--- src/hdl/qat_pkg.sv ---
// qat_pkg: shared types and constants for the quote-aware tokenizer
// no dependencies; imported by every module of the block but qat_ram
package qat_pkg;

	localparam logic [7:0] CH_SPACE = 8'h20;
	localparam logic [7:0] CH_QUOTE = 8'h22;
	localparam logic [7:0] CH_TAB   = 8'h09;
	localparam logic [7:0] CH_CR    = 8'h0D;

	localparam int ARG_W = 6;

	typedef enum logic [1:0] {
		REG_MIN_ARGS  = 2'd0,
		REG_MAX_ARGS  = 2'd1,
		REG_FREETEXT  = 2'd2,
		REG_UNUSED    = 2'd3
	} reg_index_t;

	typedef enum logic [1:0] {
		ITEM_TOKEN_BYTE = 2'd0,
		ITEM_TOKEN_END  = 2'd1,
		ITEM_STATUS     = 2'd2
	} item_type_t;

	typedef enum logic [2:0] {
		ERR_OK        = 3'd0,
		ERR_TOO_FEW   = 3'd1,
		ERR_TOO_MANY  = 3'd2,
		ERR_WS_OVF    = 3'd3,
		ERR_TOKEN_OVF = 3'd4
	} error_code_t;

	// settings that the back end reads
	typedef struct packed {
		logic [ARG_W-1:0] min_args;
		logic [ARG_W-1:0] max_args;
		logic             freetext;
	} cfg_t;

	// command from front to back
	typedef struct packed {
		logic       is_eol;
		logic [7:0] data;
		logic       final_cmd;
		logic       ws_ovf;
	} cmd_t;

	// one result item without its last mark
	typedef struct packed {
		item_type_t        item_type;
		logic [7:0]        token_byte;
		logic [6:0]        token_index;
		logic signed [7:0] arg_total;
		logic              line_valid;
		error_code_t       error_code;
	} res_t;

	function automatic logic is_ws(input logic [7:0] c);
		return (c == CH_SPACE) || (c >= CH_TAB && c <= CH_CR);
	endfunction

endpackage

--- src/hdl/quoted_argument_tokenizer_unit.sv ---
// quoted_argument_tokenizer_unit: quote-aware command line tokenizer, top level
// a byte with no held whitespace goes through the queue, a step into the result hold and a
// last-mark release into the output register; an end of line closing a token takes an extra
// step first; each held whitespace byte is replayed by a store read and a queue push
// reset: arst_n clears all control state and loads min_args 0, max_args 8, freetext off
// depends on qat_pkg, qat_front, qat_fifo, qat_back
module quoted_argument_tokenizer_unit #(
	parameter int PENDING_DEPTH = 32,
	parameter int TOKEN_LIMIT   = 127
) (
	input  logic              clk,
	input  logic              arst_n,
	// configuration write port
	input  logic              cfg_we,
	input  logic [1:0]        cfg_index,
	input  logic [5:0]        cfg_wdata,
	// input channel
	input  logic              in_valid,
	output logic              in_ready,
	input  logic              kind,
	input  logic [7:0]        data_byte,
	// output channel
	output logic              out_valid,
	input  logic              out_ready,
	output logic [1:0]        item_type,
	output logic [7:0]        token_byte,
	output logic [6:0]        token_index,
	output logic signed [7:0] arg_total,
	output logic              line_valid,
	output logic [2:0]        error_code,
	output logic              last
);
	import qat_pkg::*;

	localparam int QUEUE_DEPTH = 4;

	cfg_t cfg_q;
	logic q_push, q_full, q_pop, q_not_empty;
	cmd_t q_in, q_head;
	res_t res;

	// configuration registers; the user must write them only while the block is idle, the block does not enforce it
	always_ff @(posedge clk or negedge arst_n) begin
		if (!arst_n) begin
			cfg_q.min_args <= ARG_W'(0);
			cfg_q.max_args <= ARG_W'(8);
			cfg_q.freetext <= 1'b0;
		end else if (cfg_we) begin
			case (reg_index_t'(cfg_index))
				REG_MIN_ARGS: cfg_q.min_args <= cfg_wdata;
				REG_MAX_ARGS: cfg_q.max_args <= cfg_wdata;
				REG_FREETEXT: cfg_q.freetext <= cfg_wdata[0];
				default: begin
				end
			endcase
		end
	end

	// front end: leading whitespace drop, trailing whitespace store and replay
	qat_front #(.PENDING_DEPTH(PENDING_DEPTH)) u_front (
		.clk       (clk),
		.arst_n    (arst_n),
		.in_valid  (in_valid),
		.in_ready  (in_ready),
		.kind      (kind),
		.data_byte (data_byte),
		.q_full    (q_full),
		.push      (q_push),
		.push_cmd  (q_in)
	);

	// short queue so front replay and back output stalls decouple
	qat_fifo #(.DEPTH(QUEUE_DEPTH)) u_queue (
		.clk       (clk),
		.arst_n    (arst_n),
		.push      (q_push),
		.push_cmd  (q_in),
		.full      (q_full),
		.pop       (q_pop),
		.not_empty (q_not_empty),
		.head_cmd  (q_head)
	);

	// back end: token state, status check, last-mark hold and output register
	qat_back #(.TOKEN_LIMIT(TOKEN_LIMIT)) u_back (
		.clk       (clk),
		.arst_n    (arst_n),
		.cfg       (cfg_q),
		.cmd_valid (q_not_empty),
		.cmd       (q_head),
		.cmd_pop   (q_pop),
		.out_valid (out_valid),
		.out_ready (out_ready),
		.out_res   (res),
		.out_last  (last)
	);

	assign item_type   = res.item_type;
	assign token_byte  = res.token_byte;
	assign token_index = res.token_index;
	assign arg_total   = res.arg_total;
	assign line_valid  = res.line_valid;
	assign error_code  = res.error_code;
endmodule

--- src/hdl/qat_ram.sv ---
// qat_ram: generic single-write, single-read ram with registered read data
// no dependencies
module qat_ram #(
	parameter int WIDTH = 8,
	parameter int DEPTH = 32
) (
	input  logic                                   clk,
	input  logic                                   we,
	input  logic [(DEPTH > 1 ? $clog2(DEPTH) : 1)-1:0] waddr,
	input  logic [WIDTH-1:0]                       wdata,
	input  logic                                   re,
	input  logic [(DEPTH > 1 ? $clog2(DEPTH) : 1)-1:0] raddr,
	output logic [WIDTH-1:0]                       rdata
);
	logic [WIDTH-1:0] mem_q [DEPTH];

	always_ff @(posedge clk) begin
		if (we) begin
			mem_q[waddr] <= wdata;
		end
		if (re) begin
			rdata <= mem_q[raddr];
		end
	end
endmodule

--- src/hdl/qat_fifo.sv ---
// qat_fifo: short command queue between front and back
// depends on qat_pkg for cmd_t
module qat_fifo #(
	parameter int DEPTH = 4
) (
	input  logic          clk,
	input  logic          arst_n,
	input  logic          push,
	input  qat_pkg::cmd_t push_cmd,
	output logic          full,
	input  logic          pop,
	output logic          not_empty,
	output qat_pkg::cmd_t head_cmd
);
	import qat_pkg::*;

	localparam int PW = (DEPTH > 1) ? $clog2(DEPTH) : 1;
	localparam int CW = $clog2(DEPTH + 1);

	cmd_t          entry_q [DEPTH];
	logic [PW-1:0] wr_ptr_q, rd_ptr_q;
	logic [CW-1:0] count_q;

	assign full      = (count_q == CW'(DEPTH));
	assign not_empty = (count_q != '0);
	assign head_cmd  = entry_q[rd_ptr_q];

	always_ff @(posedge clk) begin
		if (push) begin
			entry_q[wr_ptr_q] <= push_cmd;
		end
	end

	always_ff @(posedge clk or negedge arst_n) begin
		if (!arst_n) begin
			wr_ptr_q <= '0;
			rd_ptr_q <= '0;
			count_q  <= '0;
		end else begin
			if (push) begin
				wr_ptr_q <= (wr_ptr_q == PW'(DEPTH - 1)) ? '0 : wr_ptr_q + 1'b1;
			end
			if (pop) begin
				rd_ptr_q <= (rd_ptr_q == PW'(DEPTH - 1)) ? '0 : rd_ptr_q + 1'b1;
			end
			if (push && !pop) begin
				count_q <= count_q + 1'b1;
			end else if (pop && !push) begin
				count_q <= count_q - 1'b1;
			end
		end
	end
endmodule

--- src/hdl/qat_front.sv ---
// qat_front: takes input items, holds trailing whitespace, replays it as commands
// depends on qat_pkg and qat_ram
module qat_front #(
	parameter int PENDING_DEPTH = 32
) (
	input  logic          clk,
	input  logic          arst_n,
	input  logic          in_valid,
	output logic          in_ready,
	input  logic          kind,
	input  logic [7:0]    data_byte,
	input  logic          q_full,
	output logic          push,
	output qat_pkg::cmd_t push_cmd
);
	import qat_pkg::*;

	localparam int AW  = (PENDING_DEPTH > 1) ? $clog2(PENDING_DEPTH) : 1;
	localparam int CNW = $clog2(PENDING_DEPTH + 1);

	typedef enum logic [3:0] {
		F_IDLE = 4'b0001,
		F_RD   = 4'b0010,
		F_PUSH = 4'b0100,
		F_TAIL = 4'b1000
	} fstate_t;

	fstate_t        state_q, state_n;
	logic           line_started_q, line_started_n;
	logic           ws_ovf_q, ws_ovf_n;
	logic [CNW-1:0] count_q, count_n;
	logic [AW-1:0]  rd_idx_q, rd_idx_n;
	logic [7:0]     byte_q, byte_n;
	logic           ram_we, ram_re;
	logic [7:0]     ram_rdata;
	logic           accept;

	qat_ram #(.WIDTH(8), .DEPTH(PENDING_DEPTH)) u_store (
		.clk   (clk),
		.we    (ram_we),
		.waddr (count_q[AW-1:0]),
		.wdata (data_byte),
		.re    (ram_re),
		.raddr (rd_idx_q),
		.rdata (ram_rdata)
	);

	assign in_ready = (state_q == F_IDLE) && !q_full;
	assign accept   = in_valid && in_ready;

	always_comb begin
		state_n        = state_q;
		line_started_n = line_started_q;
		ws_ovf_n       = ws_ovf_q;
		count_n        = count_q;
		rd_idx_n       = rd_idx_q;
		byte_n         = byte_q;
		ram_we         = 1'b0;
		ram_re         = 1'b0;
		push           = 1'b0;
		push_cmd       = '0;
		case (state_q)
			F_IDLE: begin
				if (accept) begin
					if (kind) begin
						push               = 1'b1;
						push_cmd.is_eol    = 1'b1;
						push_cmd.final_cmd = 1'b1;
						push_cmd.ws_ovf    = ws_ovf_q;
						line_started_n     = 1'b0;
						ws_ovf_n           = 1'b0;
						count_n            = '0;
					end else if (is_ws(data_byte)) begin
						if (line_started_q) begin
							if (count_q < CNW'(PENDING_DEPTH)) begin
								ram_we  = 1'b1;
								count_n = count_q + 1'b1;
							end else begin
								ws_ovf_n = 1'b1;
							end
						end
					end else begin
						line_started_n = 1'b1;
						if (count_q == '0) begin
							push               = 1'b1;
							push_cmd.data      = data_byte;
							push_cmd.final_cmd = 1'b1;
						end else begin
							byte_n   = data_byte;
							rd_idx_n = '0;
							state_n  = F_RD;
						end
					end
				end
			end
			F_RD: begin
				ram_re  = 1'b1;
				state_n = F_PUSH;
			end
			F_PUSH: begin
				if (!q_full) begin
					push          = 1'b1;
					push_cmd.data = ram_rdata;
					if (CNW'(rd_idx_q) == count_q - 1'b1) begin
						state_n = F_TAIL;
					end else begin
						rd_idx_n = rd_idx_q + 1'b1;
						state_n  = F_RD;
					end
				end
			end
			F_TAIL: begin
				if (!q_full) begin
					push               = 1'b1;
					push_cmd.data      = byte_q;
					push_cmd.final_cmd = 1'b1;
					count_n            = '0;
					state_n            = F_IDLE;
				end
			end
			default: begin
				state_n = F_IDLE;
			end
		endcase
	end

	always_ff @(posedge clk) begin
		byte_q   <= byte_n;
		rd_idx_q <= rd_idx_n;
	end

	always_ff @(posedge clk or negedge arst_n) begin
		if (!arst_n) begin
			state_q        <= F_IDLE;
			line_started_q <= 1'b0;
			ws_ovf_q       <= 1'b0;
			count_q        <= '0;
		end else begin
			state_q        <= state_n;
			line_started_q <= line_started_n;
			ws_ovf_q       <= ws_ovf_n;
			count_q        <= count_n;
		end
	end
endmodule

--- src/hdl/qat_back.sv ---
// qat_back: tokenizer, one command step per cycle unless stalled, result hold and output register
// depends on qat_pkg
module qat_back #(
	parameter int TOKEN_LIMIT = 127
) (
	input  logic           clk,
	input  logic           arst_n,
	input  qat_pkg::cfg_t  cfg,
	input  logic           cmd_valid,
	input  qat_pkg::cmd_t  cmd,
	output logic           cmd_pop,
	output logic           out_valid,
	input  logic           out_ready,
	output qat_pkg::res_t  out_res,
	output logic           out_last
);
	import qat_pkg::*;

	localparam int CW   = $clog2(TOKEN_LIMIT + 1);
	localparam int CMPW = ((CW > ARG_W) ? CW : ARG_W) + 2;

	logic          in_tok_q, in_quote_q, in_free_q, take_q, tov_q;
	logic          in_tok_n, in_quote_n, in_free_n, take_n, tov_n;
	logic [CW-1:0] cnt_q, cnt_n;
	res_t          hold_q, out_q;
	logic          hold_v_q, hold_done_q, out_v_q, last_q;

	// result of one step
	logic          r_v;
	res_t          r;
	logic          consume, fin;
	logic          out_free;

	assign out_valid = out_v_q;
	assign out_res   = out_q;
	assign out_last  = last_q;
	assign out_free  = !out_v_q || out_ready;

	always_comb begin
		logic [7:0]      c;
		logic [CMPW-1:0] cnt_x, min_x, max_x;
		logic [7:0]      cnt8;
		error_code_t     err;
		logic            do_put, do_end;

		c          = cmd.data;
		cnt_x      = CMPW'(cnt_q);
		min_x      = CMPW'(cfg.min_args);
		max_x      = CMPW'(cfg.max_args);
		cnt8       = 8'(cnt_q);
		in_tok_n   = in_tok_q;
		in_quote_n = in_quote_q;
		in_free_n  = in_free_q;
		take_n     = take_q;
		tov_n      = tov_q;
		cnt_n      = cnt_q;
		r_v        = 1'b0;
		r          = '0;
		consume    = 1'b1;
		fin        = cmd.final_cmd;
		do_put     = 1'b0;
		do_end     = 1'b0;
		err        = ERR_OK;

		if (cmd.is_eol) begin
			if (in_tok_q) begin
				// close the open token first, status follows next step
				do_end  = 1'b1;
				consume = 1'b0;
				fin     = 1'b0;
			end else begin
				if (cmd.ws_ovf) begin
					err = ERR_WS_OVF;
				end else if (tov_q) begin
					err = ERR_TOKEN_OVF;
				end else if (cnt_x <= min_x) begin
					err = ERR_TOO_FEW;
				end else if (cnt_x > max_x + 1'b1) begin
					err = ERR_TOO_MANY;
				end
				r_v          = 1'b1;
				r.item_type  = ITEM_STATUS;
				r.arg_total  = cnt8 - 8'd1;
				r.line_valid = (err == ERR_OK);
				r.error_code = err;
				in_quote_n   = 1'b0;
				in_free_n    = 1'b0;
				take_n       = 1'b0;
				tov_n        = 1'b0;
				cnt_n        = '0;
			end
		end else if (take_q) begin
			take_n = 1'b0;
			do_put = 1'b1;
		end else if (!in_tok_q) begin
			if (c != CH_SPACE) begin
				if (cnt_x >= CMPW'(TOKEN_LIMIT)) begin
					tov_n = 1'b1;
				end
				in_tok_n = 1'b1;
				if (cfg.freetext && cnt_x == max_x && c != CH_QUOTE) begin
					in_free_n = 1'b1;
					do_put    = 1'b1;
				end else if (c == CH_QUOTE) begin
					in_quote_n = 1'b1;
					take_n     = 1'b1;
				end else begin
					do_put = 1'b1;
				end
			end
		end else if (in_quote_q) begin
			if (c == CH_QUOTE) begin
				do_end = 1'b1;
			end else begin
				do_put = 1'b1;
			end
		end else if (in_free_q) begin
			do_put = 1'b1;
		end else if (c == CH_SPACE) begin
			do_end = 1'b1;
		end else if (!(cfg.freetext && c == CH_QUOTE)) begin
			do_put = 1'b1;
		end

		if (do_put && !tov_n) begin
			r_v           = 1'b1;
			r.item_type   = ITEM_TOKEN_BYTE;
			r.token_byte  = c;
			r.token_index = 7'(cnt_q);
		end
		if (do_end) begin
			if (!tov_q) begin
				r_v           = 1'b1;
				r.item_type   = ITEM_TOKEN_END;
				r.token_index = 7'(cnt_q);
				cnt_n         = cnt_q + 1'b1;
			end
			in_tok_n   = 1'b0;
			in_quote_n = 1'b0;
			in_free_n  = 1'b0;
		end
	end

	// step runs when a command waits, no flush is due, and it need not push the held result into a busy output
	logic step_ok, flush, step;
	assign flush   = hold_v_q && hold_done_q;
	assign step_ok = !(r_v && hold_v_q) || out_free;
	assign step    = !flush && cmd_valid && step_ok;
	assign cmd_pop = step && consume;

	always_ff @(posedge clk) begin
		if (flush && out_free) begin
			out_q  <= hold_q;
			last_q <= 1'b1;
		end else if (step && r_v && hold_v_q) begin
			out_q  <= hold_q;
			last_q <= 1'b0;
		end
		if (step && r_v) begin
			hold_q <= r;
		end
	end

	always_ff @(posedge clk or negedge arst_n) begin
		if (!arst_n) begin
			in_tok_q    <= 1'b0;
			in_quote_q  <= 1'b0;
			in_free_q   <= 1'b0;
			take_q      <= 1'b0;
			tov_q       <= 1'b0;
			cnt_q       <= '0;
			hold_v_q    <= 1'b0;
			hold_done_q <= 1'b0;
			out_v_q     <= 1'b0;
		end else begin
			if (out_v_q && out_ready) begin
				out_v_q <= 1'b0;
			end
			if (flush) begin
				if (out_free) begin
					out_v_q     <= 1'b1;
					hold_v_q    <= 1'b0;
					hold_done_q <= 1'b0;
				end
			end else if (step) begin
				in_tok_q   <= in_tok_n;
				in_quote_q <= in_quote_n;
				in_free_q  <= in_free_n;
				take_q     <= take_n;
				tov_q      <= tov_n;
				cnt_q      <= cnt_n;
				if (r_v && hold_v_q) begin
					out_v_q <= 1'b1;
				end
				hold_v_q    <= hold_v_q || r_v;
				hold_done_q <= fin && (hold_v_q || r_v);
			end
		end
	end
endmodule

--- config.mk ---
export PLATFORM = sky130hd
export DESIGN_NAME = quoted_argument_tokenizer_unit
export DESIGN_NICKNAME = d
export VERILOG_FILES = /design/src/hdl/qat_pkg.sv /design/src/hdl/quoted_argument_tokenizer_unit.sv /design/src/hdl/qat_ram.sv /design/src/hdl/qat_fifo.sv /design/src/hdl/qat_front.sv /design/src/hdl/qat_back.sv
export SDC_FILE = /design/constraint.sdc
export NUM_CORES = 1
export LEC_CHECK = 0
export BUFFER_PORTS_ARGS = -buffer_cell sky130_fd_sc_hd__clkbuf_2
export CAP_MARGIN = 20
export CORE_MARGIN = 10
export CORE_UTILIZATION = 62
export DETAILED_ROUTE_END_ITERATION = 7
export GPL_TIMING_DRIVEN = 0
export PLACE_DENSITY = 0.79
export SLEW_MARGIN = 5
export SYNTH_ARGS = -nofsm -noshare
export SYNTH_HDL_FRONTEND = slang
export SYNTH_SLANG_ARGS = --single-unit
--- constraint.sdc ---
create_clock -name clk -period 11.8 [get_ports clk]
set_clock_uncertainty 0.05 [all_clocks]
set_input_delay 1.18 -clock clk [delete_from_list [all_inputs] [get_ports clk]]
set_output_delay 1.18 -clock clk [all_outputs]
set_load 0.02 [all_outputs]
# Yosys cells after proc, flatten, opt, wreduce, memory -nomap -nowiden
# Memory sizes are Yosys's and may differ from the RTL's. A register that Yosys moved wholly into a read port is not among the register bits.
# Index checks and enable logic that the tools add are counted.
# totals
memories,2
regBits,119
wordCells,300
ram_bits,300
inputBits,22
out_inout_bits,32
# mem_list
memory,depth,word_bits,read_ports,rd_clocked_by_memory_dff,write_ports,line_no,source
u_front.u_store.mem_q,32,8,1,1,1,qat_ram.sv:15,logic [WIDTH-1:0] mem_q [DEPTH];
u_queue.entry_q,4,11,1,0,1,qat_fifo.sv:20,cmd_t entry_q [DEPTH];
# classes
n_eq_ne,35
magnitude_cmp,6
n_reduce_logical,61
add_sub_neg,10
n_bitwise,5
n_mux,147
# ops
operator,n
$mux W1,93
$mux W29,2
$mux W7,6
$mux W6,6
$mux W5,6
$mux W4,7
$mux W9,3
$eq A8 B6 Y1 const B,3
$pmux W8 S3,1
$ne A2 B2 Y1 const B,11
$mux W3,7
$logic_and A1 B1 Y1,19
$reduce_and A6 Y1,3
$mux W17,1
$mux W8,2
$ne A8 B6 Y1 const B,2
$pmux W4 S4,1
$mux W2,7
$reduce_and A7 Y1,2
$reduce_bool A2 Y1,7
$ne A3 B3 Y1 const B,4
$pmux W6 S2,1
$reduce_bool A3 Y1,4
$mux W11,1
39 further kinds,65

# Longest topological paths before layout
# An unclocked memory read counts as a cell.
# depth
word_depth,22
ltp_mapped,15
mapped_depth_nobuf,14

# Modules after synthesis
# From an unflattened synthesis, not the netlist that was laid out.
# unflattened
hier_cells,984
hier_area_um2,17835.9
# by_module_without_submodules
module,seq_area_each_um2,area_per_inst_um2,cells_per_inst,n_inst
qat_ram,7927.6,10133.5,417,1
qat_back,2137.0,3539.6,287,1
qat_fifo,1496.4,2010.7,94,1
qat_front,691.9,1641.6,157,1
quoted_argument_tokenizer_unit,326.6,510.5,29,1

# Least setup slack after synthesis
# Ideal clock, no wire load.
# synth_path
path_kind,register to register
start,register u_queue.rd_ptr_q[0]
end,"register u_back.out_q (netlist bit u_back.out_res[0]), enable pin"
t_required_ns,11.335
arrival_ns,4.569
slack_ns,6.766
stages_incl_launch_ff,12
period_less_slack_ns,5.034
setup_time_ns,0.415
path_buffers,3
path_cell_list,dfrtp_1 -> buf_6 -> mux4_2 -> or4_4 -> or2_1 -> buf_6 -> a211oi_1 -> buf_4 -> nor2_2 -> nor3_4 -> a21oi_1 -> nor2_1
# synth_between
elab_chain_len,21
elab_cells_between_ends,41
classes_between,eq/ne: 4; mux: 25; reduce/logical: 11; memory: 1
# synth_rtl
item,line_no,source
start: declaration,qat_fifo.sv:21,"logic [PW-1:0] wr_ptr_q, rd_ptr_q;"
start signal: assignment,qat_fifo.sv:44,rd_ptr_q <= (rd_ptr_q == PW'(DEPTH - 1)) ? '0 : rd_ptr_q + 1'b1;
$mem_v2 Z4 W11 (*),-,
$eq A8 B6 Y1,"qat_back.sv:104, qat_back.sv:112, qat_back.sv:121",
$logic_and A1 B1 Y1,qat_back.sv:121,end else if (!(cfg.freetext && c == CH_QUOTE)) begin
$mux W1,qat_back.sv:121,
$mux W1,qat_back.sv:119,end else if (c == CH_SPACE) begin
$mux W1,qat_back.sv:117,end else if (in_free_q) begin
$mux W1,qat_back.sv:111,end else if (in_quote_q) begin
$mux W1,qat_back.sv:95,end else if (!in_tok_q) begin
[... 4 more ...],-,
$mux W1,qat_back.sv:132,if (!tov_q) begin
$mux W1 (*),qat_back.sv:131,if (do_end) begin
$logic_and A1 B1 Y1,qat_back.sv:147,assign step_ok = !(r_v && hold_v_q) || out_free;
$logic_not A1 Y1,qat_back.sv:147,
$logic_or A1 B1 Y1,qat_back.sv:147,
$logic_and A1 B1 Y1,qat_back.sv:148,assign step = !flush && cmd_valid && step_ok;
$logic_and A1 B1 Y1 (*) (2 in a row),qat_back.sv:155,end else if (step && r_v && hold_v_q) begin
$reduce_bool A2 Y1 (no line) (*),-,
end signal: assignment,qat_back.sv:153,out_q <= hold_q;
end signal: assignment,qat_back.sv:156,out_q <= hold_q;
end: declaration,qat_back.sv:25,"res_t hold_q, out_q;"
# Mark *: on every way between the ends. The rest lies on a longest branch, timed or not.
# A chain may end at the register's enable or synchronous reset.

# Worst setup path after layout
# layout_path
start,input port data_byte[1]
end,"memory u_front.u_store.mem_q[30][1], enable pin"
# layout_between
elab_chain_len,9
elab_cells_between_ends,11
classes_between,order compare: 2; eq/ne: 1; mux: 6; reduce/logical: 2
# layout_rtl
item,line_no,source
start: declaration,quoted_argument_tokenizer_unit.sv:21,"input logic [7:0] data_byte,"
$ge A8 B4 Y1 or $le A8 B4 Y1 (tied branches),qat_pkg.sv:59,return (c == CH_SPACE) || (c >= CH_TAB && c <= CH_CR);
$logic_and A1 B1 Y1,qat_pkg.sv:59,
$logic_or A1 B1 Y1 (*),qat_pkg.sv:59,
$mux W1 (*),qat_front.sv:73,end else if (is_ws(data_byte)) begin
$mux W1 (*),qat_front.sv:65,if (kind) begin
$mux W1 (*),qat_front.sv:64,if (accept) begin
$mux W1 (*),qat_front.sv:62,case (state_q)
$mux W1 (*),qat_ram.sv:18,if (we) begin
$mux W1 (implied by the code) (*),qat_ram.sv:19,mem_q[waddr] <= wdata;
end: declaration,qat_ram.sv:15,
# Marked as above.

==> results.toml <==
[power]
intPower_mw = 3.194
worst_ir_drop_vdd_mv = 0.1474
clkPwrFrac_pct = 29.8
p_sw_mw = 1.309
power_density_nw_per_um2 = 227.0
p_leak_nw = 6.879
seq_power_share_pct = 44.8
p_sw_share_pct = 29.07
comb_power_share_pct = 25.4

[synthesis]
synth_cell_types = 69
synth_seq_area_share_pct = 71.52
synth_flop_cell = "edfxtp_1"
avgSynthCellArea_um2 = 17.95
synthArstFlopShare_pct = 11.01
syn_inst = 980
synth_edf_count = 379
syn_nets = 1031
yosysWarningCount = 0
ys_ff_latch = 427
netlist_area_um2 = 17590

[timing]
drv_slew = 0
fin_ws_ns = 6.859
finalHoldWorstSlack_ns = 0.3676
hold_viol = 0
rsz0062_at_grt = "no"
post-route-period-util_pct = 41.87
setup_viol = 0
fmax_mhz = 202.4
tightest_slew_ns = 0.9809
maxSlewHeadroom_pct = 34.61
finalCriticalPeriod_ns = 4.941
finalSetupTns_ns = 0

[clock_tree]
post-cts-setup-buffers = 0
h-tree-depth = 2
clk_path_buf_depth = 3
cts_sinks = 427
cts_resized = 0
numCtsBuffers = 42
cts-root-buf = "clkbuf_16"
clk_pin_slew_ns = 0.06
holdBufCountCts = 0
cts_tree = "built"
clock_latency_ns = 0.53

[detailed_routing]
top_layer_used = "met4"
detail-route-antenna-nets = 0
firstDrtPassIters = 5
route.vias.total = 9274
viasPerCell = 6.212
drc = 0
drt-met1-wl_um = 13750
drt_iter0_drc = 964
routed_wl_um = 35550
wl_met3_um = 2368
met2WireLength_um = 17880
wl_per_cell_um = 23.81

[placement]
place.gp.congestion = 0.8629
dp.cells = 1415
dp_hpwl_um = 22990
pre_cts_ws_ns = 6.395
io_buffers = 53

[floorplanning]
core_area_um2 = 27860
die_h_um = 188.4
die_w_um = 188.4
die_area_um2 = 35500
pin_count = 54
rows = 61
initial_utilization_pct = 63.13

[finish]
antenna_cells = 0
drive_gt1_share_pct = 22.69
fin_util_pct = 71.20
final_nets = 1133
stdcell_count = 1493
area_delta_synth_final_pct = 12.77

[setup_path]
cp_data_arrival_time_ns = 5.05
critPathRequiredTime_ns = 11.91
reg2reg_depth = 12
setup.worst_path.start_class = "input port"
crit_path_end_kind = "flip-flop"
crit_type = "in2reg"
critPathMaxFanout = 37

[flow_run]
cap_violations = 0

[global_routing]
antenna_found_initial = 0
grt_pass1_vias = 9435
grt_first_pass_wirelength_um = 55610
grt_use_total_pct = 20.26
grt_max_degree = 38
grt-ovfl-total = 0

[worst_hold_path]
whs_path_depth = 0
worst_hold_path_type = "reg2reg"

[outcome]
status = "completed"
layout by cell type, fill, tap and decap left out, types with 5 or more instances in the layout:
cell type / instances
ha_1: 28
clkbuf_16: 45
nor2b_1: 7
edfxtp_1: 379
o21ai_0: 23
buf_1: 6
nand3b_1: 7
nor2_1: 81
nand2_1: 35
clkinv_2: 8
nor3_1: 10
a21oi_1: 13
clkinv_1: 9
and3_1: 5
and2_1: 16
clkbuf_1: 37
o21a_1: 6
inv_1: 30
mux4_2: 88
clkbuf_2: 53
xnor2_1: 14
a222oi_1: 8
a21o_1: 9
mux2_2: 18
dfrtp_1: 45
xor2_1: 15
nand3_1: 20
clkbuf_8: 5
cells by family after synthesis:
group	count (synthesis)	share of synthesized area (%)
mux	112	13.10
simple gates	221	6.381
flops	427	71.52
buf+inv	71	1.650
xor+xnor	29	1.444
fa+ha+maj	29	2.106
compound gates	91	3.799
worst max-delay path, cell delays in order:
cell and delay (ns):
clkbuf_2 0.48, or4b_1 0.67, a21o_1 0.20, a2111oi_2 0.60, nand2_1 0.13, nor4_1 0.52
nand2_1 0.45, nor2_1 0.80
layout make-up:
cell class                 instances  area (um^2)
inverter                          31        121.4
timing repair buffer              58        352.8
clock inverter                    21        193.9
multi-input combinational        482         4727
fill                            1675         8024
clock buffer                      56         1217
buffer                            40        168.9
sequential                       427        12580
tap                              378        473.0
metrics by stage:
stage | area (um^2) | power, mW
floorplan | 17590 | 2.820
global route | 19830 | 4.705
global placement | 18330 | 3.091
CTS | 19830 | 4.529
finish | 19830 | 4.503
detailed placement | 18420 | 3.182
registers in the layout, indices dropped and copies added (netlist names), 2 cells and up:
signal                 cells
cfg_q                     13
u_back.cnt_q               7
u_back.hold_q             29
u_back.out_res            29
u_front.byte_q             8
u_front.count_q            6
u_front.rd_idx_q           5
u_front.state_q            4
u_front.u_store.mem_q    256
u_front.u_store.rdata      8
u_queue.count_q            3
u_queue.entry_q           44
u_queue.rd_ptr_q           2
u_queue.wr_ptr_q           2
cell usage after synthesis, drive strengths merged (2+ instances only):
cell,count,area [um^2]
edfxtp,379,11380
mux4,91,2061
nor2,83,314.1
dfrtp,45,1126
nand2,37,153.9
clkbuf,31,116.4
inv,30,112.6
ha,28,350.3
o21ai,25,125.1
mux2,20,232.7
nand3,20,100.1
and2,16,100.1
xor2,15,131.4
a21oi,14,81.33
xnor2,14,122.6
nor3,11,66.32
a21o,9,67.56
buf,9,52.55
a222oi,8,80.08
nand3b,7,52.55
nor2b,7,43.79
o21a,6,45.04
and3,5,31.28
nor4b,5,43.79
o31ai,5,51.30
or2,5,31.28
nand2b,4,25.02
nor4,4,25.02
o41ai,4,42.55
or3,4,25.02
a31oi,3,18.77
nand4,3,18.77
o21bai,3,22.52
or3b,3,26.28
or4b,3,30.03
a2111oi,2,30.03
a32o,2,20.02
dfstp,2,52.55
nor3b,2,15.01
per-layer routing:
layer / GRT usage, % / vias to the layer above
li1: - / 4091
met1: 26.18 / 4681
met2: 33.45 / 409
met3: 3.416 / 93
met4: 8.944 / 0
met5: 0 / -
power groups by stage:
stage	sequential [mW]	clock, mW	combinational, mW
after floorplan	2.10	0	0.719
after global placement	2.04	0	1.05
after detailed placement	2.05	0	1.14
after CTS	2.02	1.36	1.15
after global routing	2.03	1.43	1.24
final	2.02	1.34	1.14
path summary, 6_finish.rpt:
path / from / end / slack, ns
setup / recovery: data_byte[1] / u_front.u_store.mem_q[30][1] / 6.86
hold / removal: u_back.hold_q[13] / u_back.out_res[13] / 0.37
setup reg to reg: u_queue.rd_ptr_q[1] / u_back.out_res[1] / 7.25
hold reg to reg: u_back.hold_q[13] / u_back.out_res[13] / 0.37
max in group asynchronous: arst_n / u_front.state_q[0] / 10.51
min in group asynchronous: arst_n / cfg_q[7] / 0.56
(Power assumes the default switching activity.)
